## config.mk

```make
export PLATFORM = sky130hd
export DESIGN_NAME = rtp_video_depacketizer_flat
export DESIGN_NICKNAME = d
export VERILOG_FILES = /design/src/rtl/rvd_pkg.sv /design/src/rtl/rvd_if.sv /design/src/rtl/rvd_ram.sv /design/src/rtl/rvd_queue.sv /design/src/rtl/rvd_front.sv /design/src/rtl/rvd_back.sv /design/src/rtl/rtp_video_depacketizer.sv /design/src/flat_wrapper.sv
export SDC_FILE = /design/constraint.sdc
export NUM_CORES = 2
export LEC_CHECK = 0
export ABC_AREA = 1
export BUFFER_PORTS_ARGS = -buffer_cell sky130_fd_sc_hd__buf_2
export CAP_MARGIN = 20
export CORE_MARGIN = 5
export CORE_UTILIZATION = 50
export DETAILED_ROUTE_END_ITERATION = 16
export GPL_TIMING_DRIVEN = 0
export PLACE_DENSITY = 0.73
export RECOVER_POWER = 25
export SKIP_LAST_GASP = 1
export SLEW_MARGIN = 20
export SYNTH_ARGS = -nofsm -noshare
export SYNTH_HDL_FRONTEND = slang
export SYNTH_SLANG_ARGS = --single-unit
```

## constraint.sdc

```tcl
create_clock -name clk -period 12 [get_ports clk]
set_input_delay 3.6 -clock clk [delete_from_list [all_inputs] [get_ports clk]]
set_output_delay 3.6 -clock clk [all_outputs]
set_load 0.005 [all_outputs]
```

## src/rtl/rvd_pkg.sv

```systemverilog
package rvd_pkg;

    localparam int SEG_CNT_W   = 7;
    localparam int QUEUE_DEPTH = 4;

    localparam logic [15:0] MIN_PACKET   = 16'd20;
    localparam logic [15:0] HEADER_START = 16'd14;

    localparam logic [1:0] KIND_WRITE = 2'd0;
    localparam logic [1:0] KIND_FRAME = 2'd1;
    localparam logic [1:0] KIND_EOS   = 2'd2;

    localparam logic REG_LINE_STRIDE = 1'b0;

    typedef enum logic [2:0] {
        HP_LEN_HI,
        HP_LEN_LO,
        HP_LINE_HI,
        HP_LINE_LO,
        HP_OFF_HI,
        HP_OFF_LO
    } hdr_pos_t;

    typedef enum logic [2:0] {
        BK_RUN,
        BK_OPEN_RD,
        BK_OPEN_MUL,
        BK_OPEN_CHK,
        BK_EOP
    } back_state_t;

    typedef struct packed {
        logic [15:0] len;
        logic [14:0] line;
        logic [14:0] off;
    } seg_entry_t;

    typedef struct packed {
        logic                 eos;
        logic                 clear;
        logic                 ts_check;
        logic [31:0]          ts;
        logic                 open;
        logic                 payload;
        logic [7:0]           data;
        logic                 eop;
        logic [15:0]          next_off;
        logic [15:0]          plen;
        logic [SEG_CNT_W-1:0] count;
    } seg_op_t;

    typedef struct packed {
        logic [1:0]  kind;
        logic [22:0] addr;
        logic [7:0]  data;
        logic [30:0] size;
        logic [31:0] ts;
        logic        last;
    } result_t;

endpackage

```

## src/rtl/rvd_if.sv

```systemverilog
interface rvd_byte_if;
    logic        valid;
    logic        ready;
    logic        kind;
    logic [7:0]  data_byte;
    logic [15:0] packet_length;

    modport source (output valid, kind, data_byte, packet_length, input ready);
    modport sink (input valid, kind, data_byte, packet_length, output ready);
endinterface

interface rvd_result_if;
    logic        valid;
    logic        ready;
    logic [1:0]  kind_res;
    logic [22:0] write_address;
    logic [7:0]  write_data;
    logic [30:0] frame_size;
    logic [31:0] frame_timestamp;
    logic        last_of_run;

    modport source (output valid, kind_res, write_address, write_data, frame_size,
                    frame_timestamp, last_of_run, input ready);
    modport sink (input valid, kind_res, write_address, write_data, frame_size,
                  frame_timestamp, last_of_run, output ready);
endinterface

```

## src/rtl/rvd_ram.sv

```systemverilog
module rvd_ram #(
    parameter int WIDTH = 46,
    parameter int DEPTH = 32,
    localparam int AW = (DEPTH > 1) ? $clog2(DEPTH) : 1
)(
    input  logic             clk,
    input  logic             we,
    input  logic [AW-1:0]    waddr,
    input  logic [WIDTH-1:0] wdata,
    input  logic [AW-1:0]    raddr,
    output logic [WIDTH-1:0] rdata
);

    logic [WIDTH-1:0] mem [DEPTH];

    always_ff @(posedge clk)
    begin
        if (we)
        begin
            mem[waddr] <= wdata;
        end
        rdata <= mem[raddr];
    end

endmodule

```

## src/rtl/rvd_queue.sv

```systemverilog
module rvd_queue
    import rvd_pkg::*;
(
    input  logic    clk,
    input  logic    rst_n,
    input  logic    push_valid,
    output logic    push_ready,
    input  seg_op_t push_op,
    output logic    pop_valid,
    input  logic    pop_ready,
    output seg_op_t pop_op
);

    localparam int PW = $clog2(QUEUE_DEPTH);

    seg_op_t       slots [QUEUE_DEPTH];
    logic [PW-1:0] wr_ptr_reg;
    logic [PW-1:0] rd_ptr_reg;
    logic [PW:0]   fill_reg;
    logic          do_push;
    logic          do_pop;

    assign push_ready = (fill_reg != (PW + 1)'(QUEUE_DEPTH));
    assign pop_valid  = (fill_reg != '0);
    assign pop_op     = slots[rd_ptr_reg];
    assign do_push    = push_valid && push_ready;
    assign do_pop     = pop_valid && pop_ready;

    always_ff @(posedge clk or negedge rst_n)
    begin
        if (!rst_n)
        begin
            wr_ptr_reg <= '0;
            rd_ptr_reg <= '0;
            fill_reg   <= '0;
        end
        else
        begin
            if (do_push)
            begin
                wr_ptr_reg <= wr_ptr_reg + 1'b1;
            end
            if (do_pop)
            begin
                rd_ptr_reg <= rd_ptr_reg + 1'b1;
            end
            if (do_push && !do_pop)
            begin
                fill_reg <= fill_reg + 1'b1;
            end
            else if (do_pop && !do_push)
            begin
                fill_reg <= fill_reg - 1'b1;
            end
        end
    end

    always_ff @(posedge clk)
    begin
        if (do_push)
        begin
            slots[wr_ptr_reg] <= push_op;
        end
    end

endmodule

```

## src/rtl/rvd_front.sv

```systemverilog
module rvd_front
    import rvd_pkg::*;
#(
    parameter int MAX_SEGMENTS = 32,
    localparam int IDXW = (MAX_SEGMENTS > 1) ? $clog2(MAX_SEGMENTS) : 1,
    localparam int CW = $clog2(MAX_SEGMENTS + 1)
)(
    input  logic            clk,
    input  logic            rst_n,
    rvd_byte_if.sink        byte_ch,
    output logic            push_valid,
    input  logic            push_ready,
    output seg_op_t         push_op,
    output logic            tbl_we,
    output logic [IDXW-1:0] tbl_waddr,
    output seg_entry_t      tbl_wdata
);

    logic [15:0] bidx_reg, bidx_next;
    hdr_pos_t    pos_reg, pos_next;
    logic        mk_reg, mk_next;
    logic [31:0] ts_reg, ts_next;
    logic [CW-1:0] cnt_reg, cnt_next;
    logic        done_reg, done_next;
    logic        pend_reg, pend_next;
    seg_entry_t  ent_reg, ent_next;
    seg_op_t     op;
    logic        we;
    logic        accept;

    assign accept        = byte_ch.valid && push_ready;
    assign byte_ch.ready = push_ready;
    assign push_valid    = byte_ch.valid;
    assign push_op       = op;
    assign tbl_we        = we && accept;
    assign tbl_wdata     = ent_next;
    assign tbl_waddr     = (cnt_next == '0) ? '0 : IDXW'(cnt_next - 1'b1);

    always_comb
    begin
        logic [15:0] b;
        logic [15:0] plen;
        logic [7:0]  d;
        logic        first;
        logic        big;
        logic        end_pkt;
        b       = bidx_reg;
        plen    = byte_ch.packet_length;
        d       = byte_ch.data_byte;
        first   = (b == 16'd0);
        big     = (plen >= MIN_PACKET);
        end_pkt = ({1'b0, b} + 17'd1) >= {1'b0, plen};

        mk_next   = first ? 1'b0 : mk_reg;
        ts_next   = first ? 32'd0 : ts_reg;
        cnt_next  = first ? '0 : cnt_reg;
        done_next = first ? 1'b0 : done_reg;
        pend_next = 1'b0;
        ent_next  = ent_reg;
        we        = 1'b0;
        op        = '0;

        if (big && (b == 16'd1))
        begin
            mk_next = d[7];
        end
        if (big && (b >= 16'd4) && (b <= 16'd7))
        begin
            ts_next = {ts_next[23:0], d};
        end
        if (big && (b == 16'd7))
        begin
            op.ts_check = 1'b1;
        end

        if (big && (b >= HEADER_START) && !done_next)
        begin
            we = 1'b1;
            unique case (pos_reg)
                HP_LEN_HI:
                begin
                    if (cnt_next < CW'(MAX_SEGMENTS))
                    begin
                        ent_next = '{len: {d, 8'h00}, line: 15'd0, off: 15'd0};
                        cnt_next = cnt_next + 1'b1;
                    end
                    else
                    begin
                        ent_next.len = {d, 8'h00};
                    end
                end
                HP_LEN_LO:  ent_next.len  = ent_next.len | {8'h00, d};
                HP_LINE_HI: ent_next.line = {d[6:0], 8'h00};
                HP_LINE_LO: ent_next.line = ent_next.line | {7'h00, d};
                HP_OFF_HI:
                begin
                    ent_next.off = {d[6:0], 8'h00};
                    if (!d[7])
                    begin
                        done_next = 1'b1;
                        pend_next = 1'b1;
                    end
                end
                HP_OFF_LO:
                begin
                    ent_next.off = ent_next.off | {7'h00, d};
                    if ((cnt_next >= CW'(MAX_SEGMENTS)) ||
                        (({1'b0, b} + 17'd7) > {1'b0, plen}))
                    begin
                        done_next = 1'b1;
                        op.open   = 1'b1;
                    end
                end
                default: we = 1'b0;
            endcase
        end
        else if (big && (b >= HEADER_START))
        begin
            if (pend_reg)
            begin
                ent_next.off = ent_next.off | {7'h00, d};
                we           = 1'b1;
                op.open      = 1'b1;
            end
            else
            begin
                op.payload = 1'b1;
            end
        end

        op.clear    = first;
        op.ts       = ts_next;
        op.data     = d;
        op.eop      = end_pkt && big && mk_next;
        op.next_off = b + 16'd1;
        op.plen     = plen;
        op.count    = SEG_CNT_W'(cnt_next);

        bidx_next = end_pkt ? 16'd0 : (b + 16'd1);

        if (b == (HEADER_START - 16'd1))
        begin
            pos_next = HP_LEN_HI;
        end
        else if (b >= HEADER_START)
        begin
            unique case (pos_reg)
                HP_LEN_HI:  pos_next = HP_LEN_LO;
                HP_LEN_LO:  pos_next = HP_LINE_HI;
                HP_LINE_HI: pos_next = HP_LINE_LO;
                HP_LINE_LO: pos_next = HP_OFF_HI;
                HP_OFF_HI:  pos_next = HP_OFF_LO;
                default:    pos_next = HP_LEN_HI;
            endcase
        end
        else
        begin
            pos_next = pos_reg;
        end

        if (byte_ch.kind)
        begin
            bidx_next = 16'd0;
            pos_next  = pos_reg;
            mk_next   = 1'b0;
            ts_next   = 32'd0;
            cnt_next  = '0;
            done_next = 1'b0;
            pend_next = 1'b0;
            ent_next  = ent_reg;
            we        = 1'b0;
            op        = '0;
            op.eos    = 1'b1;
            op.clear  = 1'b1;
        end
    end

    always_ff @(posedge clk or negedge rst_n)
    begin
        if (!rst_n)
        begin
            bidx_reg <= '0;
            pos_reg  <= HP_LEN_HI;
            mk_reg   <= 1'b0;
            ts_reg   <= '0;
            cnt_reg  <= '0;
            done_reg <= 1'b0;
            pend_reg <= 1'b0;
        end
        else if (accept)
        begin
            bidx_reg <= bidx_next;
            pos_reg  <= pos_next;
            mk_reg   <= mk_next;
            ts_reg   <= ts_next;
            cnt_reg  <= cnt_next;
            done_reg <= done_next;
            pend_reg <= pend_next;
        end
    end

    always_ff @(posedge clk)
    begin
        if (accept)
        begin
            ent_reg <= ent_next;
        end
    end

endmodule

```

## src/rtl/rvd_back.sv

```systemverilog
module rvd_back
    import rvd_pkg::*;
#(
    parameter int MAX_SEGMENTS = 32,
    parameter int FRAME_BYTES = 8388608,
    localparam int IDXW = (MAX_SEGMENTS > 1) ? $clog2(MAX_SEGMENTS) : 1,
    localparam int CW = $clog2(MAX_SEGMENTS + 1)
)(
    input  logic            clk,
    input  logic            rst_n,
    input  logic [15:0]     stride,
    input  logic            pop_valid,
    output logic            pop_ready,
    input  seg_op_t         h,
    output logic [IDXW-1:0] tbl_raddr,
    input  seg_entry_t      tbl_rdata,
    rvd_result_if.source    result_ch
);

    back_state_t   st_reg, st_next;
    logic [CW-1:0] cur_reg, cur_next;
    logic [15:0]   left_reg, left_next;
    logic [22:0]   addr_reg, addr_next;
    logic          wr_reg, wr_next;
    logic          stop_reg, stop_next;
    logic [14:0]   hl_reg, hl_next;
    logic          fopen_reg, fopen_next;
    logic [31:0]   ots_reg, ots_next;
    seg_entry_t    ent_reg, ent_next;
    logic [30:0]   prod_reg, prod_next;
    logic          out_valid_reg, out_valid_next;
    result_t       out_reg, out_next;

    logic          slot;
    logic          pay_act, pay_wr, pay_last;
    logic          ts_new, ts_emit, eop_only;
    logic          run_go, eop_go;
    logic          rd_done, chk_over, chk_done;
    logic [15:0]   hl_plus;
    logic [31:0]   fprod;
    logic [30:0]   lprod;
    logic [32:0]   dest;
    logic          fits;

    function automatic result_t frame_word(logic [1:0] k, logic [30:0] size,
                                           logic [31:0] ts);
        result_t r;
        r      = '0;
        r.kind = k;
        r.size = size;
        r.ts   = ts;
        r.last = 1'b1;
        return r;
    endfunction

    assign slot      = !out_valid_reg || result_ch.ready;
    assign tbl_raddr = cur_reg[IDXW-1:0];

    assign pay_act  = h.payload && !stop_reg && (SEG_CNT_W'(cur_reg) < h.count) &&
                      (left_reg != 16'd0);
    assign pay_wr   = pay_act && wr_reg;
    assign pay_last = pay_act && (left_reg == 16'd1);
    assign ts_new   = h.ts_check && (!fopen_reg || (h.ts != ots_reg));
    assign ts_emit  = ts_new && fopen_reg;
    assign eop_only = h.eop && fopen_reg && !pay_last && !h.open && !pay_wr;
    assign run_go   = pop_valid && (!(h.eos || ts_emit || pay_wr || eop_only) || slot);
    assign eop_go   = !fopen_reg || slot;

    assign rd_done  = stop_reg || (SEG_CNT_W'(cur_reg) >= h.count);
    assign chk_over = ({1'b0, h.next_off} + {1'b0, ent_reg.len}) > {1'b0, h.plen};
    assign chk_done = chk_over || (ent_reg.len != 16'd0);

    assign hl_plus = {1'b0, hl_reg} + 16'd1;
    assign fprod   = stride * hl_plus;
    assign lprod   = 31'(tbl_rdata.line) * 31'(stride);
    assign dest    = {2'b00, prod_reg} + {17'd0, ent_reg.off, 1'b0};
    assign fits    = (dest + {17'd0, ent_reg.len}) <= 33'(FRAME_BYTES);

    always_comb
    begin
        st_next = st_reg;
        unique case (st_reg)
            BK_RUN:
            begin
                if (run_go)
                begin
                    if (pay_last || h.open)
                    begin
                        st_next = BK_OPEN_RD;
                    end
                    else if (pay_wr && h.eop && fopen_reg)
                    begin
                        st_next = BK_EOP;
                    end
                end
            end
            BK_OPEN_RD:
            begin
                if (rd_done)
                begin
                    st_next = h.eop ? BK_EOP : BK_RUN;
                end
                else
                begin
                    st_next = BK_OPEN_MUL;
                end
            end
            BK_OPEN_MUL: st_next = BK_OPEN_CHK;
            BK_OPEN_CHK:
            begin
                if (chk_done)
                begin
                    st_next = h.eop ? BK_EOP : BK_RUN;
                end
                else
                begin
                    st_next = BK_OPEN_RD;
                end
            end
            BK_EOP:
            begin
                if (eop_go)
                begin
                    st_next = BK_RUN;
                end
            end
            default: st_next = BK_RUN;
        endcase
    end

    always_comb
    begin
        cur_next       = cur_reg;
        left_next      = left_reg;
        addr_next      = addr_reg;
        wr_next        = wr_reg;
        stop_next      = stop_reg;
        hl_next        = hl_reg;
        fopen_next     = fopen_reg;
        ots_next       = ots_reg;
        ent_next       = ent_reg;
        prod_next      = prod_reg;
        out_valid_next = out_valid_reg && !result_ch.ready;
        out_next       = out_reg;
        pop_ready      = 1'b0;

        unique case (st_reg)
            BK_RUN:
            begin
                if (run_go)
                begin
                    pop_ready = !(pay_last || h.open) && !(pay_wr && h.eop && fopen_reg);
                    if (h.clear)
                    begin
                        cur_next  = '0;
                        left_next = 16'd0;
                        addr_next = 23'd0;
                        wr_next   = 1'b0;
                        stop_next = 1'b0;
                    end
                    if (h.eos)
                    begin
                        out_next       = frame_word(KIND_EOS, fprod[30:0], ots_reg);
                        out_valid_next = 1'b1;
                    end
                    else if (ts_new)
                    begin
                        if (fopen_reg)
                        begin
                            out_next       = frame_word(KIND_FRAME, fprod[30:0], ots_reg);
                            out_valid_next = 1'b1;
                        end
                        ots_next   = h.ts;
                        fopen_next = 1'b1;
                        hl_next    = 15'd0;
                    end
                    else if (pay_act)
                    begin
                        if (wr_reg)
                        begin
                            out_next       = '0;
                            out_next.kind  = KIND_WRITE;
                            out_next.addr  = addr_reg;
                            out_next.data  = h.data;
                            out_next.last  = !(h.eop && fopen_reg);
                            out_valid_next = 1'b1;
                        end
                        addr_next = addr_reg + 23'd1;
                        left_next = left_reg - 16'd1;
                        if (pay_last)
                        begin
                            cur_next = cur_reg + 1'b1;
                        end
                    end
                    if (eop_only)
                    begin
                        out_next       = frame_word(KIND_FRAME, fprod[30:0], ots_reg);
                        out_valid_next = 1'b1;
                        fopen_next     = 1'b0;
                    end
                end
            end
            BK_OPEN_RD:
            begin
                pop_ready = rd_done && !h.eop;
            end
            BK_OPEN_MUL:
            begin
                ent_next  = tbl_rdata;
                prod_next = lprod;
            end
            BK_OPEN_CHK:
            begin
                pop_ready = chk_done && !h.eop;
                if (chk_over)
                begin
                    stop_next = 1'b1;
                end
                else
                begin
                    if (ent_reg.line > hl_reg)
                    begin
                        hl_next = ent_reg.line;
                    end
                    wr_next   = fits;
                    addr_next = fits ? dest[22:0] : 23'd0;
                    left_next = ent_reg.len;
                    if (ent_reg.len == 16'd0)
                    begin
                        cur_next = cur_reg + 1'b1;
                    end
                end
            end
            BK_EOP:
            begin
                if (eop_go)
                begin
                    pop_ready = 1'b1;
                    if (fopen_reg)
                    begin
                        out_next       = frame_word(KIND_FRAME, fprod[30:0], ots_reg);
                        out_valid_next = 1'b1;
                        fopen_next     = 1'b0;
                    end
                end
            end
            default: pop_ready = 1'b0;
        endcase
    end

    always_ff @(posedge clk or negedge rst_n)
    begin
        if (!rst_n)
        begin
            st_reg        <= BK_RUN;
            cur_reg       <= '0;
            left_reg      <= '0;
            addr_reg      <= '0;
            wr_reg        <= 1'b0;
            stop_reg      <= 1'b0;
            hl_reg        <= '0;
            fopen_reg     <= 1'b0;
            ots_reg       <= '0;
            out_valid_reg <= 1'b0;
        end
        else
        begin
            st_reg        <= st_next;
            cur_reg       <= cur_next;
            left_reg      <= left_next;
            addr_reg      <= addr_next;
            wr_reg        <= wr_next;
            stop_reg      <= stop_next;
            hl_reg        <= hl_next;
            fopen_reg     <= fopen_next;
            ots_reg       <= ots_next;
            out_valid_reg <= out_valid_next;
        end
    end

    always_ff @(posedge clk)
    begin
        ent_reg  <= ent_next;
        prod_reg <= prod_next;
        out_reg  <= out_next;
    end

    assign result_ch.valid           = out_valid_reg;
    assign result_ch.kind_res        = out_reg.kind;
    assign result_ch.write_address   = out_reg.addr;
    assign result_ch.write_data      = out_reg.data;
    assign result_ch.frame_size      = out_reg.size;
    assign result_ch.frame_timestamp = out_reg.ts;
    assign result_ch.last_of_run     = out_reg.last;

`ifndef SYNTHESIS
    a_chk_in_range: assert property (@(posedge clk) disable iff (!rst_n)
        (st_reg == BK_OPEN_CHK) |-> (SEG_CNT_W'(cur_reg) < h.count))
        else $error("segment check runs past the header count");
    a_eop_has_op: assert property (@(posedge clk) disable iff (!rst_n)
        (st_reg == BK_EOP) |-> (pop_valid && h.eop))
        else $error("end-of-packet state without a matching word");
    a_stop_idle: assert property (@(posedge clk) disable iff (!rst_n)
        stop_reg |-> (left_reg == 16'd0))
        else $error("payload stopped while a segment is still open");
`endif

endmodule

```

## src/rtl/rtp_video_depacketizer.sv

```systemverilog
// Channel    Role    Word                                         Handshake
// byte_ch    sink    kind, data_byte, packet_length               valid/ready
// result_ch  source  kind_res, write_address, write_data,         valid/ready
//                    frame_size, frame_timestamp, last_of_run
// apb        slave   line_stride_bytes at byte address 0          psel/penable
//
// Header and payload bytes are taken at one word per cycle while the queue has room.
// Opening segments takes a table read, a multiply and a range check per segment header,
// plus a further table read when the header list runs out before a nonempty segment.
// A frame-done word at the end of a packet that follows a write or a segment opening
// is sent from a separate end-of-packet state.
// The segment table has no reset and needs no clearing pass; control state clears on rst_n.
// A four-word queue lets the byte side run ahead while the result side is stalled.
module rtp_video_depacketizer
    import rvd_pkg::*;
#(
    parameter int MAX_SEGMENTS = 32,
    parameter int FRAME_BYTES = 8388608,
    parameter int DEFAULT_LINE_PIXELS = 1920
)(
    input  logic         clk,
    input  logic         rst_n,
    input  logic         psel,
    input  logic         penable,
    input  logic         pwrite,
    input  logic [2:0]   paddr,
    input  logic [31:0]  pwdata,
    output logic [31:0]  prdata,
    output logic         pready,
    rvd_byte_if.sink     byte_ch,
    rvd_result_if.source result_ch
);

    localparam int IDXW = (MAX_SEGMENTS > 1) ? $clog2(MAX_SEGMENTS) : 1;
    localparam logic [15:0] DEF_STRIDE = 16'(DEFAULT_LINE_PIXELS * 2);

    logic [15:0]     stride_reg;
    logic [15:0]     stride;
    logic            push_valid, push_ready;
    seg_op_t         push_op;
    logic            pop_valid, pop_ready;
    seg_op_t         pop_op;
    logic            tbl_we;
    logic [IDXW-1:0] tbl_waddr, tbl_raddr;
    seg_entry_t      tbl_wdata, tbl_rdata;

    assign pready = 1'b1;
    assign prdata = (paddr[2] == REG_LINE_STRIDE) ? {16'd0, stride_reg} : 32'd0;
    assign stride = (stride_reg == 16'd0) ? DEF_STRIDE : stride_reg;

    always_ff @(posedge clk or negedge rst_n)
    begin
        if (!rst_n)
        begin
            stride_reg <= '0;
        end
        else if (psel && penable && pwrite && (paddr[2] == REG_LINE_STRIDE))
        begin
            stride_reg <= pwdata[15:0];
        end
    end

    rvd_front #(
        .MAX_SEGMENTS(MAX_SEGMENTS)
    ) u_front (
        .clk       (clk),
        .rst_n     (rst_n),
        .byte_ch   (byte_ch),
        .push_valid(push_valid),
        .push_ready(push_ready),
        .push_op   (push_op),
        .tbl_we    (tbl_we),
        .tbl_waddr (tbl_waddr),
        .tbl_wdata (tbl_wdata)
    );

    rvd_queue u_queue (
        .clk       (clk),
        .rst_n     (rst_n),
        .push_valid(push_valid),
        .push_ready(push_ready),
        .push_op   (push_op),
        .pop_valid (pop_valid),
        .pop_ready (pop_ready),
        .pop_op    (pop_op)
    );

    rvd_ram #(
        .WIDTH($bits(seg_entry_t)),
        .DEPTH(MAX_SEGMENTS)
    ) u_table (
        .clk  (clk),
        .we   (tbl_we),
        .waddr(tbl_waddr),
        .wdata(tbl_wdata),
        .raddr(tbl_raddr),
        .rdata(tbl_rdata)
    );

    rvd_back #(
        .MAX_SEGMENTS(MAX_SEGMENTS),
        .FRAME_BYTES (FRAME_BYTES)
    ) u_back (
        .clk      (clk),
        .rst_n    (rst_n),
        .stride   (stride),
        .pop_valid(pop_valid),
        .pop_ready(pop_ready),
        .h        (pop_op),
        .tbl_raddr(tbl_raddr),
        .tbl_rdata(tbl_rdata),
        .result_ch(result_ch)
    );

endmodule

```

## src/flat_wrapper.sv

```systemverilog
// flat-port wrapper written by rule: the top's interface ports become plain ports
module rtp_video_depacketizer_flat import rvd_pkg::*;
#(
    parameter int MAX_SEGMENTS = 32,
    parameter int FRAME_BYTES = 8388608,
    parameter int DEFAULT_LINE_PIXELS = 1920
)
  (clk, rst_n, psel, penable, pwrite, paddr, pwdata, prdata, pready, byte_ch_valid, byte_ch_kind, byte_ch_data_byte, byte_ch_packet_length, byte_ch_ready, result_ch_valid, result_ch_kind_res, result_ch_write_address, result_ch_write_data, result_ch_frame_size, result_ch_frame_timestamp, result_ch_last_of_run, result_ch_ready);
  rvd_byte_if byte_ch_i ();
  rvd_result_if result_ch_i ();
  input  logic clk;
  input  logic rst_n;
  input  logic psel;
  input  logic penable;
  input  logic pwrite;
  input  logic [2:0] paddr;
  input  logic [31:0] pwdata;
  output logic [31:0] prdata;
  output logic pready;
  input wire logic [$bits(byte_ch_i.valid)-1:0] byte_ch_valid;
  input wire logic [$bits(byte_ch_i.kind)-1:0] byte_ch_kind;
  input wire logic [$bits(byte_ch_i.data_byte)-1:0] byte_ch_data_byte;
  input wire logic [$bits(byte_ch_i.packet_length)-1:0] byte_ch_packet_length;
  output wire logic [$bits(byte_ch_i.ready)-1:0] byte_ch_ready;
  output wire logic [$bits(result_ch_i.valid)-1:0] result_ch_valid;
  output wire logic [$bits(result_ch_i.kind_res)-1:0] result_ch_kind_res;
  output wire logic [$bits(result_ch_i.write_address)-1:0] result_ch_write_address;
  output wire logic [$bits(result_ch_i.write_data)-1:0] result_ch_write_data;
  output wire logic [$bits(result_ch_i.frame_size)-1:0] result_ch_frame_size;
  output wire logic [$bits(result_ch_i.frame_timestamp)-1:0] result_ch_frame_timestamp;
  output wire logic [$bits(result_ch_i.last_of_run)-1:0] result_ch_last_of_run;
  input wire logic [$bits(result_ch_i.ready)-1:0] result_ch_ready;
  assign byte_ch_i.valid = byte_ch_valid;
  assign byte_ch_i.kind = byte_ch_kind;
  assign byte_ch_i.data_byte = byte_ch_data_byte;
  assign byte_ch_i.packet_length = byte_ch_packet_length;
  assign byte_ch_ready = byte_ch_i.ready;
  assign result_ch_valid = result_ch_i.valid;
  assign result_ch_kind_res = result_ch_i.kind_res;
  assign result_ch_write_address = result_ch_i.write_address;
  assign result_ch_write_data = result_ch_i.write_data;
  assign result_ch_frame_size = result_ch_i.frame_size;
  assign result_ch_frame_timestamp = result_ch_i.frame_timestamp;
  assign result_ch_last_of_run = result_ch_i.last_of_run;
  assign result_ch_i.ready = result_ch_ready;
  rtp_video_depacketizer #(.MAX_SEGMENTS(MAX_SEGMENTS), .FRAME_BYTES(FRAME_BYTES), .DEFAULT_LINE_PIXELS(DEFAULT_LINE_PIXELS)) u_core (.clk(clk), .rst_n(rst_n), .psel(psel), .penable(penable), .pwrite(pwrite), .paddr(paddr), .pwdata(pwdata), .prdata(prdata), .pready(pready), .byte_ch(byte_ch_i), .result_ch(result_ch_i));
endmodule
```

==> results by group <==
Cells and area
  • Largest register FFs: 1472
  • Register Area: 66400 um2
  • Fill cells: 18211
  • Top flop regs: u_core.u_table.mem: 1472 flops, u_core.u_queue.slots: 336 flops
  • Footprint of the multi-input gates: 41500 um2
  • Nets: 11932
  • Area grow syn2layout: 13.9%
  • Layout cell share with drive strength beyond 1: 0.0740
  • Final core occ: 0.573
  • Biggest register: u_core.u_table.mem

Yosys
  • Primary FF master, synth: edfxtp_1
  • Post-synthesis sequential element count: 2256
  • Post-synth top cells: edfxtp_1 (2028), nand2_1 (1694), nor2_1 (1385)
  • Largest cells by area after synthesis: edfxtp_1 (54%), fa_1 (6.7%), nand2_1 (5.6%)
  • Cells after Synth: 10605
  • Synth cell types: 73
  • Post-synth EDFFs: 2028
  • Sequential fraction of the synthesis area: 0.585
  • Post-synth top area share: 0.537
  • Yosys Warn Count: 0
  • Synth Cell Area: 113000 um2
  • Syn Area/Cell: 10.7 um2
  • Post-synth ARST share: 0.0807
  • Cell taking the most area after synthesis: edfxtp_1
  • Count leader, synth: edfxtp_1

Run status
  • Failing checks: max-capacitance violations, max-slew violations
  • Status: finished with violations

Detailed routing
  • Post-route DRC: 0
  • TritonRoute pass-1 iters: 8
  • Post-route ant nets: 0
  • Drt wl/cell: 26.7 um
  • Post-Route WL: 383000 um
  • Via Count: 88124
  • Via density: 6.14
  • Initial DRC count: 12405

Timing
  • Fin crit period: 8.84 ns
  • Final Hold Fails: 0
  • Worst Skew: 0.106 ns
  • RSZ-0062 raised after global routing: false
  • Setup violators final: 0
  • Max Fclk: 113 MHz
  • Final worst path period share: 0.737
  • Fin Hold WS: 0.402 ns
  • Slew @ Worst Pin: 5.19 ns
  • Relative slew slack: -2.46
  • Slew Viols, Final: 374

Placement
  • Gpl congestion: 0.994
  • Port Buf Inserts: 162
  • Post-DP HPWL: 281000 um

Clock tree
  • Root Buffer: clkbuf_16
  • Clock latency on the worst-skew pair: 0.93 ns
  • # clock sinks: 2256
  • Postcts setup bufs: 0
  • Total CTS buffers: 214
  • Worst-path clk slew: 0.06 ns
  • Hold_buf cts: 0
  • CTS Buffer Depth: 3
  • Total number of H-tree levels: 4
  • CTS resizes: 0
  • CTS tree: yes

Critical path
  • WP buf/inv: 2
  • Reg2reg path depth: 28
  • Critical path, cell by cell: clkbuf_1, clkbuf_1
  • Worst path top cell family by delay: buffers and inverters
  • R2R Path End: u_core.u_back.result_ch.frame_size[26]$_DFFE_PP_
  • Most used cell, CP: clkbuf_1
  • Crit. End Element: async pin
  • Slowest stage cell, crit path: clkbuf_1
  • Kind of critical path: in2async
  • Critical Path Source Type: input port
  • CP Data Arrival Time: 8.53 ns
  • Reg2reg setup slack: 3.16 ns
  • CP max FO: 85
  • CP required: 11.69 ns
  • CP max stage delay: 3.67 ns
  • Reg2reg start: u_core.u_back.hl_reg[0]$_DFFE_PN0P_

GRT
  • First-pass GRT wire length: 553000 um
  • Initial antenna violation count: 20
  • Gr ovfl total: 0
  • GRT Total Usage: 0.315
  • Largest net degree at the start of global routing: 86
  • Vias in the first global route: 85169

Die
  • DIE HEIGHT: 486 um
  • DIE AREA: 236000 um2
  • Initial Utilization: 0.503
  • Die Wd: 486 um
  • CORE AREA: 225000 um2
  • Top Ports: 199
  • # rows: 174

Worst hold path
  • Hold path startpoint: u_core.u_table.rdata[4]$_DFF_P_
  • Hold Crit Class: reg2reg
  • WHS Path Cells: 0
  • Min-Delay Endpoint: u_core.u_back.ent_reg[4]$_DFFE_PP_

Run
  • Max cap viols: 19
[final cells by class]
type | instances | area share
multi-input cells | 6762 | 0.322
well taps | 2992 | 0.0290
flip-flops and latches | 2256 | 0.514
clock inverters | 130 | 0.0131
inverters | 1024 | 0.0298
plain buffers | 578 | 0.0187
clock buffers | 270 | 0.0434
repair buffers | 324 | 0.0300
diodes | 13 | 0.000252
[worst register-to-register path: cells and delay by family, from the launching register on]
family                     cells  cell delay, ns
DFF                            1            0.39
AOI/OAI and AO/OA              2            0.92
and+or+nand+nor               12            2.19
buffers and inverters          6            1.41
adders and majority gates      7            3.40
xor gates and xnor gates       1            0.30
[layout by cell type (no fill, tap or decap), types with 21 or more instances in the layout]
master and count:
o221ai_1 151, xor2_1 130, edfxtp_1 2028, clkbuf_16 214, nand2_2 22, clkinv_1 47
nor3_1 55, a22o_1 22, nor2_4 56, o211ai_1 53, a21oi_1 254, nand3_1 406
o22ai_1 268, o21ai_0 1094, dfxtp_1 46, nand2_1 1696, ha_1 328, nand4_1 136
buf_4 32, buf_12 61, inv_1 978, dfrtp_1 182, a31oi_1 21, bufinv_16 28
nor2_1 1338, clkbuf_1 593, fa_1 377, buf_2 137, xnor2_1 47, inv_2 30
buf_16 62, buf_1 39, o21ai_1 85, clkinv_2 34
[metal layers]
metal  global-route usage  wire length, um  up-vias
met5                    0               88        -
met3               0.0898            47700     1289
met2                0.496           174000     6149
met1                0.398           137000    42933
li1                     -                -    37741
met4                0.163            23600       12
[how the worst max path moves through the flow]
stage,from,depth (start not counted),to,slack [ns]
4_1_cts,u_core.u_back.hl_reg[0]$_DFFE_PN0P_,28,u_core.u_back.result_ch.frame_size[26]$_DFFE_PP_,3.11
6_report,rst_n,2,u_core.stride_reg[10]$_DFFE_PN0P_,3.16
3_5_place_dp,u_core.u_back.hl_reg[0]$_DFFE_PN0P_,30,u_core.u_back.result_ch.frame_size[23]$_DFFE_PP_,3.13
3_3_place_gp,u_core.u_queue.rd_ptr_reg[0]$_DFFE_PN0P_,25,u_core.u_back.result_ch.frame_size[9]$_DFFE_PP_,-0.31
5_1_grt,rst_n,2,u_core.stride_reg[8]$_DFFE_PN0P_,1.99
2_1_floorplan,result_ch_ready,6,u_core.u_back.result_ch.frame_size[0]$_DFFE_PP_,2.20
[logic make-up after synthesis]
family                   share of synthesized area
flip-flops                                   0.585
XOR/XNOR                                    0.0137
adder cells (fa/ha/maj)                      0.103
buffers and inverters                       0.0551
other                                    0.0000662
AO/OA/AOI/OAI                                0.103
AND/OR/NAND/NOR                              0.140
[per-stage QoR]
stage / setup WS [ns] / instances / instance area [um2] / TNS [ns]
2_1_floorplan: 2.20 / 10620 / 113000 / 0
3_3_place_gp: -0.313 / 13774 / 118000 / -29.97
3_5_place_dp: 3.13 / 13935 / 122000 / 0
4_1_cts: 3.11 / 14335 / 130000 / 0
5_1_grt: 1.99 / 14338 / 129000 / 0
6_report: 3.16 / 14349 / 129000 / 0
Power is left out: the tool's default activity adds up to more than one toggle a clock period on the data nets, which glitch-free logic cannot reach.
